### src/hw/rtl/pcmac_pkg.sv
// ----------------------------------------------------------------------------
// pcmac_pkg
// Types and codes shared by the pixel cache multiply-accumulate block.
// ----------------------------------------------------------------------------
`default_nettype none

package pcmac_pkg;

  // bus function codes
  localparam logic [2:0] FUNC_BYTE_WR  = 3'd0;
  localparam logic [2:0] FUNC_CTRL_WR  = 3'd1;
  localparam logic [2:0] FUNC_ACCUM    = 3'd2;
  localparam logic [2:0] FUNC_CLEAR    = 3'd3;
  localparam logic [2:0] FUNC_FILL     = 3'd4;
  localparam logic [2:0] FUNC_CACHE_WR = 3'd5;

  // configuration register indexes
  localparam logic [1:0] CFG_FOUR_BIT   = 2'd0;
  localparam logic [1:0] CFG_FILL_EN    = 2'd1;
  localparam logic [1:0] CFG_BYTE_CYCLE = 2'd2;

  // control byte bit positions
  localparam int unsigned CTRL_PAIR_WRAP = 0;
  localparam int unsigned CTRL_HALF_PTR  = 1;
  localparam int unsigned CTRL_PTR_LO    = 2;
  localparam int unsigned CTRL_MUL_EN    = 4;
  localparam int unsigned CTRL_SUB_EN    = 5;
  localparam int unsigned CTRL_ACCUM     = 6;
  localparam int unsigned CTRL_CLEAR     = 7;

  // nibble masks
  localparam logic [7:0] NIB_HI_MASK = 8'hf0;
  localparam logic [7:0] NIB_LO_MASK = 8'h0f;

  typedef struct packed {
    logic [2:0] func;
    logic [1:0] byte_sel;
    logic [7:0] data;
  } pcmac_in_t;

  typedef struct packed {
    logic        [31:0] write_word;
    logic signed [31:0] accumulator;
    logic        [1:0]  cache_pointer;
    logic               nibble_pointer;
  } pcmac_out_t;

endpackage

`default_nettype wire

### src/hw/rtl/pixel_cache_multiply_accumulate.sv
// ----------------------------------------------------------------------------
// pixel_cache_multiply_accumulate
// Throughput: one transaction per cycle unless in_stall_o is high; a two-entry
//   output stage (result register plus skid register) keeps input open while
//   a result waits. Each accepted transaction's result is registered there.
// The 16x16 signed multiply and 32-bit add are combinational.
// Reset (rst_ni low, async): cache, pointers, flags, accumulator and config
//   clear to zero; no result is pending.
// ----------------------------------------------------------------------------
`default_nettype none

module pixel_cache_multiply_accumulate (
  input  wire                    clk_i,
  input  wire                    rst_ni,
  // item input
  input  wire                    in_valid_i,
  output logic                   in_stall_o,
  input  wire pcmac_pkg::pcmac_in_t in_data_i,
  // result output
  output logic                   out_valid_o,
  input  wire                    out_stall_i,
  output pcmac_pkg::pcmac_out_t  out_data_o,
  // configuration writes
  input  wire                    cfg_valid_i,
  output logic                   cfg_ready_o,
  input  wire  [1:0]             cfg_index_i,
  input  wire                    cfg_wdata_i
);
  import pcmac_pkg::*;

  // configuration registers
  logic four_bit_q, fill_en_q, byte_cycle_q;

  // block state
  logic [7:0]  cache_q [4];
  logic [7:0]  cache_d [4];
  logic [1:0]  bptr_q, bptr_d;
  logic        half_q, half_d;
  logic        pair_q, pair_d;
  logic        mul_q, mul_d;
  logic        sub_q, sub_d;
  logic [31:0] acc_q, acc_d;

  // output stage
  logic       out_vld_q, skid_vld_q;
  pcmac_out_t out_q, skid_q, res;

  logic accept, out_fire;
  logic signed [15:0] half_lo, half_hi;
  logic signed [31:0] prod;
  logic        sub_sel;
  logic [31:0] acc_comb;
  logic [7:0]  cur_byte;
  logic [31:0] word;

  assign cfg_ready_o = 1'b1;
  assign in_stall_o  = skid_vld_q;
  assign accept      = in_valid_i && !skid_vld_q;
  assign out_fire    = out_vld_q && !out_stall_i;
  assign out_valid_o = out_vld_q;
  assign out_data_o  = out_q;

  // config write
  always_ff @(posedge clk_i or negedge rst_ni) begin
    if (!rst_ni) begin
      four_bit_q   <= 1'b0;
      fill_en_q    <= 1'b0;
      byte_cycle_q <= 1'b0;
    end else if (cfg_valid_i) begin
      case (cfg_index_i)
        CFG_FOUR_BIT:   four_bit_q   <= cfg_wdata_i;
        CFG_FILL_EN:    fill_en_q    <= cfg_wdata_i;
        CFG_BYTE_CYCLE: byte_cycle_q <= cfg_wdata_i;
        default: ;
      endcase
    end
  end

  // signed product of the two cache halves
  assign half_lo  = {cache_q[1], cache_q[0]};
  assign half_hi  = {cache_q[3], cache_q[2]};
  assign prod     = half_lo * half_hi;
  assign sub_sel  = (in_data_i.func == FUNC_CTRL_WR) ? in_data_i.data[CTRL_SUB_EN] : sub_q;
  assign acc_comb = sub_sel ? (acc_q - prod) : (acc_q + prod);
  assign cur_byte = cache_q[bptr_q];

  // next state and result word
  always_comb begin
    cache_d = cache_q;
    bptr_d  = bptr_q;
    half_d  = half_q;
    pair_d  = pair_q;
    mul_d   = mul_q;
    sub_d   = sub_q;
    acc_d   = acc_q;
    word    = 32'd0;
    case (in_data_i.func)
      FUNC_BYTE_WR: begin
        cache_d[in_data_i.byte_sel] = in_data_i.data;
      end
      FUNC_CTRL_WR: begin
        pair_d = in_data_i.data[CTRL_PAIR_WRAP];
        half_d = in_data_i.data[CTRL_HALF_PTR];
        bptr_d = in_data_i.data[CTRL_PTR_LO +: 2];
        mul_d  = in_data_i.data[CTRL_MUL_EN];
        sub_d  = in_data_i.data[CTRL_SUB_EN];
        if (in_data_i.data[CTRL_ACCUM]) acc_d = acc_comb;
        if (in_data_i.data[CTRL_CLEAR]) acc_d = 32'd0;
      end
      FUNC_ACCUM: begin
        acc_d = acc_comb;
      end
      FUNC_CLEAR: begin
        acc_d = 32'd0;
      end
      FUNC_FILL: begin
        if (fill_en_q) begin
          if (four_bit_q) begin
            if (half_q) begin
              cache_d[bptr_q] = (cur_byte & NIB_HI_MASK) | (in_data_i.data & NIB_LO_MASK);
              half_d = 1'b0;
              bptr_d = bptr_q + 2'd1;
            end else begin
              cache_d[bptr_q] = (cur_byte & NIB_LO_MASK) | (in_data_i.data & NIB_HI_MASK);
              half_d = 1'b1;
            end
          end else begin
            cache_d[bptr_q] = in_data_i.data;
            if (pair_q) bptr_d = {bptr_q[1], ~bptr_q[0]};
            else        bptr_d = bptr_q + 2'd1;
          end
        end
      end
      FUNC_CACHE_WR: begin
        if (byte_cycle_q)  word = {4{cur_byte}};
        else if (mul_q)    word = acc_comb;
        else               word = {cache_q[3], cache_q[2], cache_q[1], cache_q[0]};
      end
      default: ;
    endcase
    res.write_word     = word;
    res.accumulator    = acc_d;
    res.cache_pointer  = bptr_d;
    res.nibble_pointer = half_d;
  end

  // state update on accepted transaction
  always_ff @(posedge clk_i or negedge rst_ni) begin
    if (!rst_ni) begin
      cache_q <= '{default: 8'd0};
      bptr_q  <= 2'd0;
      half_q  <= 1'b0;
      pair_q  <= 1'b0;
      mul_q   <= 1'b0;
      sub_q   <= 1'b0;
      acc_q   <= 32'd0;
    end else if (accept) begin
      cache_q <= cache_d;
      bptr_q  <= bptr_d;
      half_q  <= half_d;
      pair_q  <= pair_d;
      mul_q   <= mul_d;
      sub_q   <= sub_d;
      acc_q   <= acc_d;
    end
  end

  // result register with skid entry
  always_ff @(posedge clk_i or negedge rst_ni) begin
    if (!rst_ni) begin
      out_vld_q  <= 1'b0;
      skid_vld_q <= 1'b0;
    end else if (skid_vld_q) begin
      if (out_fire) skid_vld_q <= 1'b0;
    end else if (accept) begin
      if (!out_vld_q || out_fire) out_vld_q <= 1'b1;
      else                        skid_vld_q <= 1'b1;
    end else if (out_fire) begin
      out_vld_q <= 1'b0;
    end
  end

  // result payload
  always_ff @(posedge clk_i) begin
    if (skid_vld_q) begin
      if (out_fire) out_q <= skid_q;
    end else if (accept) begin
      if (!out_vld_q || out_fire) out_q  <= res;
      else                        skid_q <= res;
    end
  end

  // skid entry only holds data behind a pending result
  a_skid_behind_out: assert property (@(posedge clk_i) disable iff (!rst_ni)
    skid_vld_q |-> out_vld_q)
    else $error("skid entry valid without pending result");

  // skid fills only when the result register was stalled
  a_skid_fill_stalled: assert property (@(posedge clk_i) disable iff (!rst_ni)
    $rose(skid_vld_q) |-> $past(out_vld_q && out_stall_i))
    else $error("skid filled while result register was free");

  // clear transaction zeroes the accumulator
  a_clear_zero: assert property (@(posedge clk_i) disable iff (!rst_ni)
    (accept && in_data_i.func == FUNC_CLEAR) |=> (acc_q == 32'd0))
    else $error("accumulator not cleared");

endmodule

`default_nettype wire

### config.mk
export PLATFORM = sky130hd
export DESIGN_NAME = pixel_cache_multiply_accumulate
export DESIGN_NICKNAME = d
export VERILOG_FILES = /design/src/hw/rtl/pcmac_pkg.sv /design/src/hw/rtl/pixel_cache_multiply_accumulate.sv
export SDC_FILE = /design/constraint.sdc
export NUM_CORES = 1
export LEC_CHECK = 0
export BUFFER_PORTS_ARGS = -buffer_cell sky130_fd_sc_hd__buf_2
export CORE_MARGIN = 5
export CORE_UTILIZATION = 58
export CTS_CLUSTER_DIAMETER = 30
export CTS_CLUSTER_SIZE = 14
export DETAILED_ROUTE_END_ITERATION = 10
export PLACE_DENSITY = 0.78
export SLEW_MARGIN = 0
export SYNTH_ARGS = -nofsm -noshare
export SYNTH_HDL_FRONTEND = slang
export SYNTH_SLANG_ARGS = --single-unit
### constraint.sdc
create_clock -name clk_i -period 9.7 [get_ports clk_i]
set_input_delay 1.455 -clock clk_i [delete_from_list [all_inputs] [get_ports clk_i]]
set_output_delay 1.455 -clock clk_i [all_outputs]
set_load 0.05 [all_outputs]
---- Word level (Yosys, flattened, before mapping) ----
Index checks and enable logic that the tools add are counted.
word-level totals
  output and inout port bits .............. 70
  flip-flop bits (word level) ............. 209
cells by class
  eq/ne operators ......................... 10
  multipliers ............................. 1
  add/sub/neg operators ................... 3
  bitwise operators ....................... 7
  magnitude comparators ................... 4
  muxes and demuxes ....................... 43
  reduce and logical (&&, ||, !) cells .... 22
operator list
  operator                                                   number
  two-way mux 32 bit                                         9
  two-way mux 67 bit                                         4
  bitwise mux 32 bit                                         4
  case mux 32 bit (3 select lines)                           1
  case mux 32 bit (2 select lines)                           1
  adder 32 bit                                               1
  demux 8 bit (select 2 bit)                                 2
  multiplier 16 x 16 -> 32 bit                               1
  two-way mux 8 bit                                          4
  subtractor 32 bit                                          1
  binary-select mux 8 bit (select 2 bit)                     1
  AND reduction 3 bit                                        4
  two-way mux 1 bit                                          11
  two-way mux 2 bit                                          4
  bitwise OR 4 x 8 -> 8 bit                                  1
  bitwise OR 8 x 4 -> 8 bit                                  1
  AND reduction 2 bit                                        4
  nonzero test 2 bit                                         4
  equality test 3 x 2 -> 1 bit (second input constant)       2
  equality test 3 bit (second input constant)                2
  greater-or-equal comparator 3 bit (second input constant)  2
  < comparator 3 x 1 -> 1 bit (second input constant)        2
  NOT 2 -> 3 bit                                             2
  logical AND 1 bit                                          4
  other kinds (13)                                           18

---- Depth between registers and ports, before layout ----
Gate-level depths: netlist (run 1).
  depth after elaboration ................. 10
  depth in mapped cells ................... 39
  depth with buffers taken out ............ 36

---- Least setup slack after synthesis (run 1) ----
OpenSTA, ideal clock, no wires.
  path kind ............................... reg2reg
  start ................................... register cache_q[15] (netlist bit)
  end ..................................... register out_q, in the netlist out_data_o[34], data pin
  arrival time ............................ 9.152 ns
  slack ................................... 0.289 ns
  period minus slack after synthesis ...... 9.411 ns
  cell stages (with the launch flop) ...... 35
  library setup time ...................... 0.260 ns
  buffers on the path ..................... 2
  path through ............................ dfrtp_1 > clkbuf_1 > clkbuf_1 > nand2_1 > fa_1 > inv_1 > fa_1 > inv_1 > fa_1 > inv_1 > fa_1 > fa_1 > inv_1 > fa_1 > inv_1 > ha_1 > or2_1 > a21o_1 > a41oi_2 > and2_2 > xnor2_1 > or4_1 > or2_1 > o41ai_2 > xor2_1 > ha_1 > a211o_1 > o22ai_1 > nor2_1 > a221oi_1 > o31ai_1 > xnor3_1 > xor2_1 > o21ai_2 > mux2_2
between the ends
  cells in the longest elaborated chain, start to end .. 9
  elaborated cells on any way between the ends .. 10
  those cells by class .................... 2 x add/sub; 1 x mul; 7 x mux
RTL lines
  item                                                      RTL line                                RTL
  start: declaration                                        pixel_cache_multiply_accumulate.sv:35   logic [7:0] cache_q [4];
  start signal: assignment                                  pixel_cache_multiply_accumulate.sv:158  cache_q <= cache_d;
  multiplier 16 x 16 -> 32 bit (*)                          pixel_cache_multiply_accumulate.sv:82   assign prod = half_lo * half_hi;
  adder 32 bit / subtractor 32 bit (equally long branches)  pixel_cache_multiply_accumulate.sv:84   assign acc_comb = sub_sel ? (acc_q - prod) : (acc_q + prod);
  two-way mux 32 bit (*)                                    pixel_cache_multiply_accumulate.sv:84
  two-way mux 32 bit                                        pixel_cache_multiply_accumulate.sv:107  if (in_data_i.data[CTRL_ACCUM]) acc_d = acc_comb;
  two-way mux 32 bit                                        pixel_cache_multiply_accumulate.sv:108  if (in_data_i.data[CTRL_CLEAR]) acc_d = 32'd0;
  case mux 32 bit (3 select lines) (*)                      pixel_cache_multiply_accumulate.sv:97   case (in_data_i.func)
  named net acc_d[31]                                       pixel_cache_multiply_accumulate.sv:42   logic [31:0] acc_q, acc_d;
  two-way mux 67 bit (*)                                    pixel_cache_multiply_accumulate.sv:188  if (!out_vld_q || out_fire) out_q <= res;
  two-way mux 67 bit (*)                                    pixel_cache_multiply_accumulate.sv:187  end else if (accept) begin
  two-way mux 67 bit (*)                                    pixel_cache_multiply_accumulate.sv:185  if (skid_vld_q) begin
  end signal: assignment                                    pixel_cache_multiply_accumulate.sv:186  if (out_fire) out_q <= skid_q;
  end signal: assignment                                    pixel_cache_multiply_accumulate.sv:188
  end: declaration                                          pixel_cache_multiply_accumulate.sv:46   pcmac_out_t out_q, skid_q, res;
The timed path passes the listed nets; every way through them passes the cells marked *. The select of a mux whose other input is x is not followed.
A chain may end at the register's enable or synchronous reset.

---- Worst setup path in the final report (run 1) ----
  start ................................... register cache_q[31] (netlist bit)
  end ..................................... register out_q, in the netlist out_data_o[31], data pin
Same word-level chain as after synthesis.

==> qor.csv, run 1 <==
metric,value,unit
status,finished clean,
holdBufCountCts,0,
slew_headroom,25.4,%
finalCritPeriodShare,97.2,%
yosysSeqAreaShare,25.9,%
synth_top_area_cell,fa_1,
hpwl,52300,µm
grt_pass1_vias,19100,
setup_viol,0,
row_count,72,
crit_type,flop to flop,
synthTopCellsByArea,"fa_1 23%, edfxtp_1 18%, dfrtp_1 8.2%",
ant_nets,0,
clock_sinks,209,
synthCells,2499,
grt_pass1_wl,106000,µm
clkTransAtPathRegs,0.07,ns
fin_crit,9.43,ns
grt_max_degree,103,
core_region_area,38700,µm²
cp_slowest_cell,or4_1,
final_nets,2967,
overflow,0,
end_kind,flop,
wl,67400,µm
firstDrtPassIters,5,
skew,0.0208,ns
vias_per_cell,5.97,
async_flop_share,35.9,%
antenna_found_initial,0,
timing.setup.tns,0,ns
drc,0,
final_common_cell,nand2_1,
ys_types,95,
synth_edf_count,134,
yosys_register_bits,209,
syn_to_final_growth,10.6,%
wire_per_inst,21.7,µm
worstPathRequired,10.01,ns
gp_congestion,1.00,
syn-num-nets,2901,
start_util,58.8,%
rsz0062_at_grt,true,
netlist.area_leader.share,23.1,%
clockBufferDepth,3,
worstPathArrival,9.73,ns
cts_buffers,31,
drive_gt1_share,14.1,%
ioPinCount,91,
maxCapViolations,0,
port_buffers,89,
start_kind,flop,
cp_max_fo,11,
avgSynthCellArea,9.12,µm²
dieArea,43400,µm²
slowest_delay,0.57,ns
grtUsageTotal,30.7,%
max_freq,0.106,GHz
die_x,208,µm
drt_iter0_markers,1715,
maxSlewViolCount,0,
holdCritPathClass,flop to flop,
die_h,208,µm
synth_top_flop_cell,edfxtp_1,
yosysWarnings,0,
synth_area,22800,µm²
num_vias,18600,
cts_max_level,1,
hold_viol_final,0,
clk-insertion-delay-late,0.56,ns
clockRootBuffer,clkbuf_16,
mostFrequentLayoutCells,"370 x nand2_1, 321 x inv_1, 263 x fa_1, 204 x nor2_1, 134 x edfxtp_1",
tightest_slew,1.12,ns
cts_tree,yes,
[state kept, by name, indices dropped and copies added, names as in the netlist, 2 cells and up]
signal,cells
bptr_q,2
acc_q,32
out_data_o,67
skid_q,67
cache_q,32
[worst max-delay path: cells and delay by family, from the launching register on]
family | cells | cell delay [ns]
adder cells (fa/ha/maj) | 8 | 3.71
flip-flops | 1 | 0.52
XOR/XNOR | 2 | 0.62
buffers and inverters | 6 | 0.38
AND/OR/NAND/NOR | 4 | 1.17
AO/OA/AOI/OAI | 13 | 2.49
multiplexers | 1 | 0.28
[cells in the mapped netlist (24+ instances only)]
| cell | n |
|---|---|
| o21ai_0 | 80 |
| xnor2_1 | 57 |
| a21oi_1 | 134 |
| and2_1 | 122 |
| xor2_1 | 30 |
| a31oi_1 | 36 |
| edfxtp_1 | 134 |
| mux2_2 | 50 |
| o31ai_1 | 35 |
| a21o_1 | 24 |
| nor2_1 | 205 |
| a211oi_1 | 26 |
| dfrtp_1 | 75 |
| inv_1 | 322 |
| nor2b_1 | 32 |
| nand2_1 | 371 |
| clkbuf_1 | 121 |
| fa_1 | 263 |
| ha_1 | 118 |
[worst paths after layout]
path,slack [ns],startpoint,to,cells past startpoint
min in group asynchronous,0.77,rst_ni,acc_q[10],1
min,0.51,pair_q,pair_q,1
min reg2reg,0.51,pair_q,pair_q,1
max,0.27,cache_q[31],out_data_o[31],34
max reg2reg,0.27,cache_q[31],out_data_o[31],34
max in group asynchronous,7.67,rst_ni,in_stall_o,2
[area by class of cell]
type / count / area, µm²
Multi-Input combinational cell: 1824 / 15300
Fill cell: 3127 / 13500
Sequential cell: 209 / 5930
Inverter: 323 / 1210
Timing Repair Buffer: 176 / 1110
Clock buffer: 34 / 797
Tap cell: 518 / 648
Clock inverter: 23 / 248
Antenna cell: 1 / 2.50
[layer usage]
| layer | track usage (%) | part of all wire, % | vias to the layer above |
|---|---|---|---|
| met3 | 4.11 | 8.1 | 188 |
| met4 | 12.8 | 4.9 | 0 |
| met2 | 50.7 | 47 | 908 |
| li1 | - | - | 8334 |
| met1 | 41.3 | 40 | 9123 |
| met5 | 0 | 0 | - |
[through the flow]
stage | cells | hold WS (ns) | setup WS, ns | cell area (µm²) | utilization [%]
after floorplan | 2499 | 0.474 | 0.289 | 22800 | -
after global placement | 3049 | 0.492 | 0.109 | 24000 | 62.0
after detailed placement | 3049 | 0.497 | -0.0109 | 24000 | 62.0
after CTS | 3106 | 0.513 | 0.0373 | 25100 | 64.7
after global routing | 3107 | 0.527 | -0.0490 | 25200 | 65.1
final | 3108 | 0.509 | 0.274 | 25200 | 65.1
[kinds of logic (layout without fill, tap and decap cells)]
kind of cell             count (synthesis)  count (layout)  share of synthesized area, %
AND/OR/NAND/NOR                        828             828                          16.5
flip-flops                             209             209                          25.9
XOR/XNOR                                88              88                          3.44
other                                    1               2                        0.0165
AO/OA/AOI/OAI                          464             464                          13.3
adder cells (fa/ha/maj)                381             381                          29.6
buffers and inverters                  466             556                          7.77
multiplexers                            62              62                          3.44
[what timing repair did]
action                     4_1_cts  5_1_grt
pin swaps                        0        5
setup endpoints to repair        4       29
gates resized for setup          3       46
setup buffers                    0        1
Power of run 1 is left out: the tool's default activity adds up to more than one toggle a clock period on the data nets, which glitch-free logic cannot reach.
==> run 2: changes to the inputs <==
- REMOVE_ABC_BUFFERS: unset -> 1
- SKIP_CTS_REPAIR_TIMING: unset -> 1
==> run 2 against run 1 <==
Against the previous run:
- clock skew up 0.015 ns
- largest cell class unchanged
- via count up 0.47%
- critical path type unchanged
- critical endpoint is now out_data_o[32]
- global-route usage down 0.60 points
- core utilization up 0.88 points
- worst hold slack better by 0.0016 ns
- critical path depth down 2
- register-to-register slack worse by 0.08 ns
- fmax down 0.84%
==> qor.csv, run 2 (synthesized netlist as in run 1, its figures left out) <==
metric,value,unit,change
cp_max_fo,14,,+3
clkTransAtPathRegs,0.05,ns,-0.02 ns
grtUsageTotal,30.1,%,-0.60 points
row_count,72,,unchanged
mostFrequentLayoutCells,"370 x nand2_1, 322 x inv_1, 263 x fa_1, 204 x nor2_1, 134 x edfxtp_1",,
grt_pass1_vias,19200,,+0.24%
cts_tree,yes,,
maxCapViolations,0,,unchanged
cts_max_level,2,,+1
max_freq,0.105,GHz,-0.84%
setup_viol,0,,unchanged
clock_sinks,209,,unchanged
holdCritPathClass,flop to flop,,
antenna_found_initial,1,,+1
min_to,acc_q[21],,
clockRootBuffer,clkbuf_16,,
cts_buffers,44,,+42%
syn_to_final_growth,12.1,%,
postLayoutSetupSlackWorst,0.194,ns,-0.0801 ns
drive_gt1_share,14.1,%,-0.021 points
gp_congestion,0.953,,-5.0%
dieArea,43400,µm²,unchanged
regToRegStartpoint,cache_q[20],,
drt_iter0_markers,2030,,+18%
cp_slowest_cell,xor2_1,,
clk-insertion-delay-late,0.56,ns,about the same
hold_viol_final,0,,unchanged
place_inst,3039,,-0.33%
grt_pass1_wl,104000,µm,-1.9%
worstPathRequired,10.00,ns,about the same
n_fill_cell,2998,,-4.1%
rrSetupSlack,0.19,ns,-0.08 ns
overflow,0,,unchanged
timing.setup.tns,0,ns,unchanged
final_common_cell,nand2_1,,
min_path_cells,2,,+1
port_buffers,89,,unchanged
fin_cells,3126,,+0.58%
slowest_delay,0.74,ns,+0.17 ns
drc,0,,unchanged
hp-start,acc_q[21],,
finish.utilization,66.0,%,+0.88 points
dp_slack,-0.0394,ns,-0.0284 ns
reg2regPathDepth,32,,-5.9%
start_util,58.8,%,unchanged
start_kind,flop,,
tightest_slew,1.19,ns,+0.0693 ns
wl,66000,µm,-2.0%
wire_per_inst,21.1,µm,-2.6%
ant_nets,0,,unchanged
final_nets,2975,,+0.27%
die_h,208,µm,unchanged
slew_headroom,20.5,%,-4.9 points
multiInputGateArea,15200,µm²,-0.20%
r2r-end,out_data_o[32],,
crit_type,flop to flop,,
fin_crit,9.51,ns,+0.0801 ns
path_common_cell,fa_1,,
ioPinCount,91,,unchanged
status,finished clean,,
num_vias,18600,,+0.47%
finalCritPeriodShare,98.0,%,+0.83 points
regArea,5920,µm²,-0.13%
clockBufferDepth,3,,unchanged
vias_per_cell,5.96,,-0.11%
worstPathArrival,9.81,ns,+0.08 ns
grt_max_degree,76,,-26%
skew,0.0359,ns,+0.0151 ns
core_region_area,38700,µm²,unchanged
maxSlewViolCount,0,,unchanged
hpwl,51200,µm,-2.0%
end_kind,flop,,
firstDrtPassIters,8,,+3
die_x,208,µm,unchanged
[run 2: layer usage]
metal / up-vias / routed length, µm / track usage [%]
met2: 889 / 32200 / 50.6
li1: 8366 / - / -
met4: 0 / 3920 / 15.8
met1: 9178 / 24900 / 37.9
met5: - / 0 / 0
met3: 207 / 5040 / 4.56
[run 2: final cells by class]
class	count	share of cell area (%)
multi-input combinational	1824	59.6
sequential	209	23.2
inverter	323	4.74
clock buffer	52	4.58
timing repair buffer	171	4.16
tap	518	2.54
clock inverter	28	1.17
antenna	1	0.00979
[run 2: how the worst max path moves through the flow]
stage                startpoint              to  slack, ns
finish              cache_q[20]  out_data_o[32]       0.19
global route        cache_q[27]  out_data_o[32]      -0.01
CTS                 cache_q[13]  out_data_o[34]      -0.07
detailed placement  cache_q[13]  out_data_o[34]      -0.04
global placement    cache_q[13]  out_data_o[34]       0.14
floorplan           cache_q[15]  out_data_o[66]       0.48
[run 2: worst max-delay path: cells and delay by family, from the launching register on]
kind            cells  cell delay [ns]
compound gates      9             1.69
xor+xnor            3             1.23
fa+ha+maj           8             3.71
buf+inv             5             0.68
flops               1             0.51
mux                 1             0.31
simple gates        6             1.12
[run 2: per-stage QoR]
| step | hold slack, ns | area (µm²) |
|---|---|---|
| after CTS | 0.513 | 25400 |
| after global placement | 0.493 | 23900 |
| after global routing | 0.534 | 25500 |
| final | 0.511 | 25600 |
| after detailed placement | 0.502 | 23900 |
| after floorplan | 0.474 | 22200 |
Power of run 2 is left out for the same reason.
==> run 3: changes to the inputs <==
- CAP_MARGIN: unset -> 20
- PLACE_DENSITY: 0.78 -> unset
- PLACE_DENSITY_LB_ADDON: unset -> 0.05
==> run 3 against run 2 <==
Against the previous run:
- count of clock-buffer cells in the layout decreased by 19
- wire length increased by 0.73%
- via count decreased by 1.5%
- critical endpoint is now out_data_o[64]
- first-iteration DRC count decreased by 16%
- setup slack improved by 0.056 ns
- fmax increased by 0.60%
- core utilization unchanged
- flip-flop and latch count unchanged
==> qor.csv, run 3 (synthesized netlist as in run 1, its figures left out) <==
metric,value,unit,change
slew_headroom,31.4,%,+11 points
finish.utilization,66.0,%,unchanged
maxCapViolations,0,,unchanged
start_util,58.8,%,unchanged
drc,0,,unchanged
status,finished clean,,
drt_iter0_markers,1701,,-16%
cp_slowest_cell,or4_4,,
worstPathArrival,9.75,ns,-0.06 ns
firstDrtPassIters,5,,-3
n_fill_cell,3188,,+6.3%
gp_congestion,0.970,,+1.8%
die_h,208,µm,unchanged
max_freq,0.106,GHz,+0.60%
cts_max_level,1,,-1
start_kind,flop,,
tightest_slew,1.03,ns,-0.160 ns
cts_tree,yes,,
slowest_delay,0.58,ns,-0.16 ns
worstPathRequired,10.01,ns,about the same
finalCritPeriodShare,97.4,%,-0.58 points
clk-insertion-delay-late,0.56,ns,about the same
crit_type,flop to flop,,
vias_per_cell,5.84,,-2.0%
core_region_area,38700,µm²,unchanged
hp-start,acc_q[17],,
cts_buffers,30,,-32%
skew,0.0197,ns,-0.0163 ns
cp_max_fo,6,,-8
final_common_cell,nand2_1,,
fin_crit,9.45,ns,-0.0562 ns
grtUsageTotal,30.1,%,about the same
overflow,0,,unchanged
antenna_found_initial,0,,-1
clkTransAtPathRegs,0.06,ns,about the same
grt_max_degree,92,,+21%
reg2regPathDepth,36,,+13%
hpwl,51800,µm,+1.3%
row_count,72,,unchanged
wl,66500,µm,+0.73%
holdCritPathClass,flop to flop,,
clock_sinks,209,,unchanged
end_kind,flop,,
die_x,208,µm,unchanged
wire_per_inst,21.2,µm,+0.22%
num_vias,18400,,-1.5%
maxSlewViolCount,0,,unchanged
path_common_cell,fa_1,,
min_path_cells,2,,unchanged
ioPinCount,91,,unchanged
syn_to_final_growth,12.1,%,unchanged
clockBufferDepth,3,,unchanged
dieArea,43400,µm²,unchanged
mostFrequentLayoutCells,"370 x nand2_1, 321 x inv_1, 263 x fa_1, 204 x nor2_1, 134 x edfxtp_1",,
port_buffers,89,,unchanged
clockRootBuffer,clkbuf_16,,
r2r-end,out_data_o[64],,
grt_pass1_wl,104000,µm,-0.20%
rrSetupSlack,0.25,ns,+0.06 ns
grt_pass1_vias,18400,,-4.3%
drive_gt1_share,15.4,%,+1.2 points
hold_viol_final,0,,unchanged
min_to,acc_q[17],,
ant_nets,0,,unchanged
final_nets,3001,,+0.87%
setup_viol,0,,unchanged
regToRegStartpoint,cache_q[12],,
## run 3: changes by cell type in the layout (fill, tap and decap cells not counted), moves of 4 or more
cell       before  now
buf_4          83  119
clkbuf_16      44   31
clkinv_2       12    0
clkinv_4        2    6
ha_1          116  112
inv_8           0    4
o21ai_0        79   75
o21ai_1        13   17
## run 3: final cells by class
cell class	count	area [µm²]	area share, %
multi-input combinational	1824	15300	59.9
antenna	1	2.50	0.00979
sequential	209	5930	23.2
inverter	323	1210	4.74
tap	518	648	2.54
clock inverter	23	292	1.14
timing repair buffer	211	1370	5.36
clock buffer	33	793	3.10
## run 3: through the flow
stage	cell area (µm²)	cells	worst slack, ns	hold slack, ns	setup TNS (ns)
finish	25600	3142	0.251	0.513	0
global route	25500	3141	-0.115	0.534	-0.271
CTS	25200	3125	-0.227	0.517	-0.951
global placement	24200	3069	-0.0335	0.490	-0.0609
detailed placement	24200	3069	-0.153	0.500	-0.547
floorplan	22200	2356	0.475	0.474	0
## run 3: worst max-delay path, delay by kind of cell (launching register included)
family	cells	cell delay, ns
multiplexers	1	0.30
flip-flops	1	0.47
buffers and inverters	8	0.87
adder cells (fa/ha/maj)	8	3.62
AO/OA/AOI/OAI	9	1.69
XOR/XNOR	2	0.44
AND/OR/NAND/NOR	8	1.79
## run 3: routing by layer
metal	up-vias	track usage (%)	routed length [µm]
met4	0	8.74	1980
met3	130	5.27	5680
met5	-	0	0
li1	8417	-	-
met1	9011	43.1	28700
met2	806	47.6	30200
## run 3: worst max-delay path by stage
stage	startpoint	to	slack (ns)	cells after the start
6_report	cache_q[12]	out_data_o[64]	0.25	36
3_5_place_dp	cache_q[18]	out_data_o[66]	-0.15	38
2_1_floorplan	cache_q[15]	out_data_o[66]	0.48	33
3_3_place_gp	cache_q[18]	out_data_o[66]	-0.03	38
4_1_cts	cache_q[18]	out_data_o[66]	-0.23	38
5_1_grt	cache_q[12]	out_data_o[32]	-0.12	36
Power of run 3 is left out for the same reason.
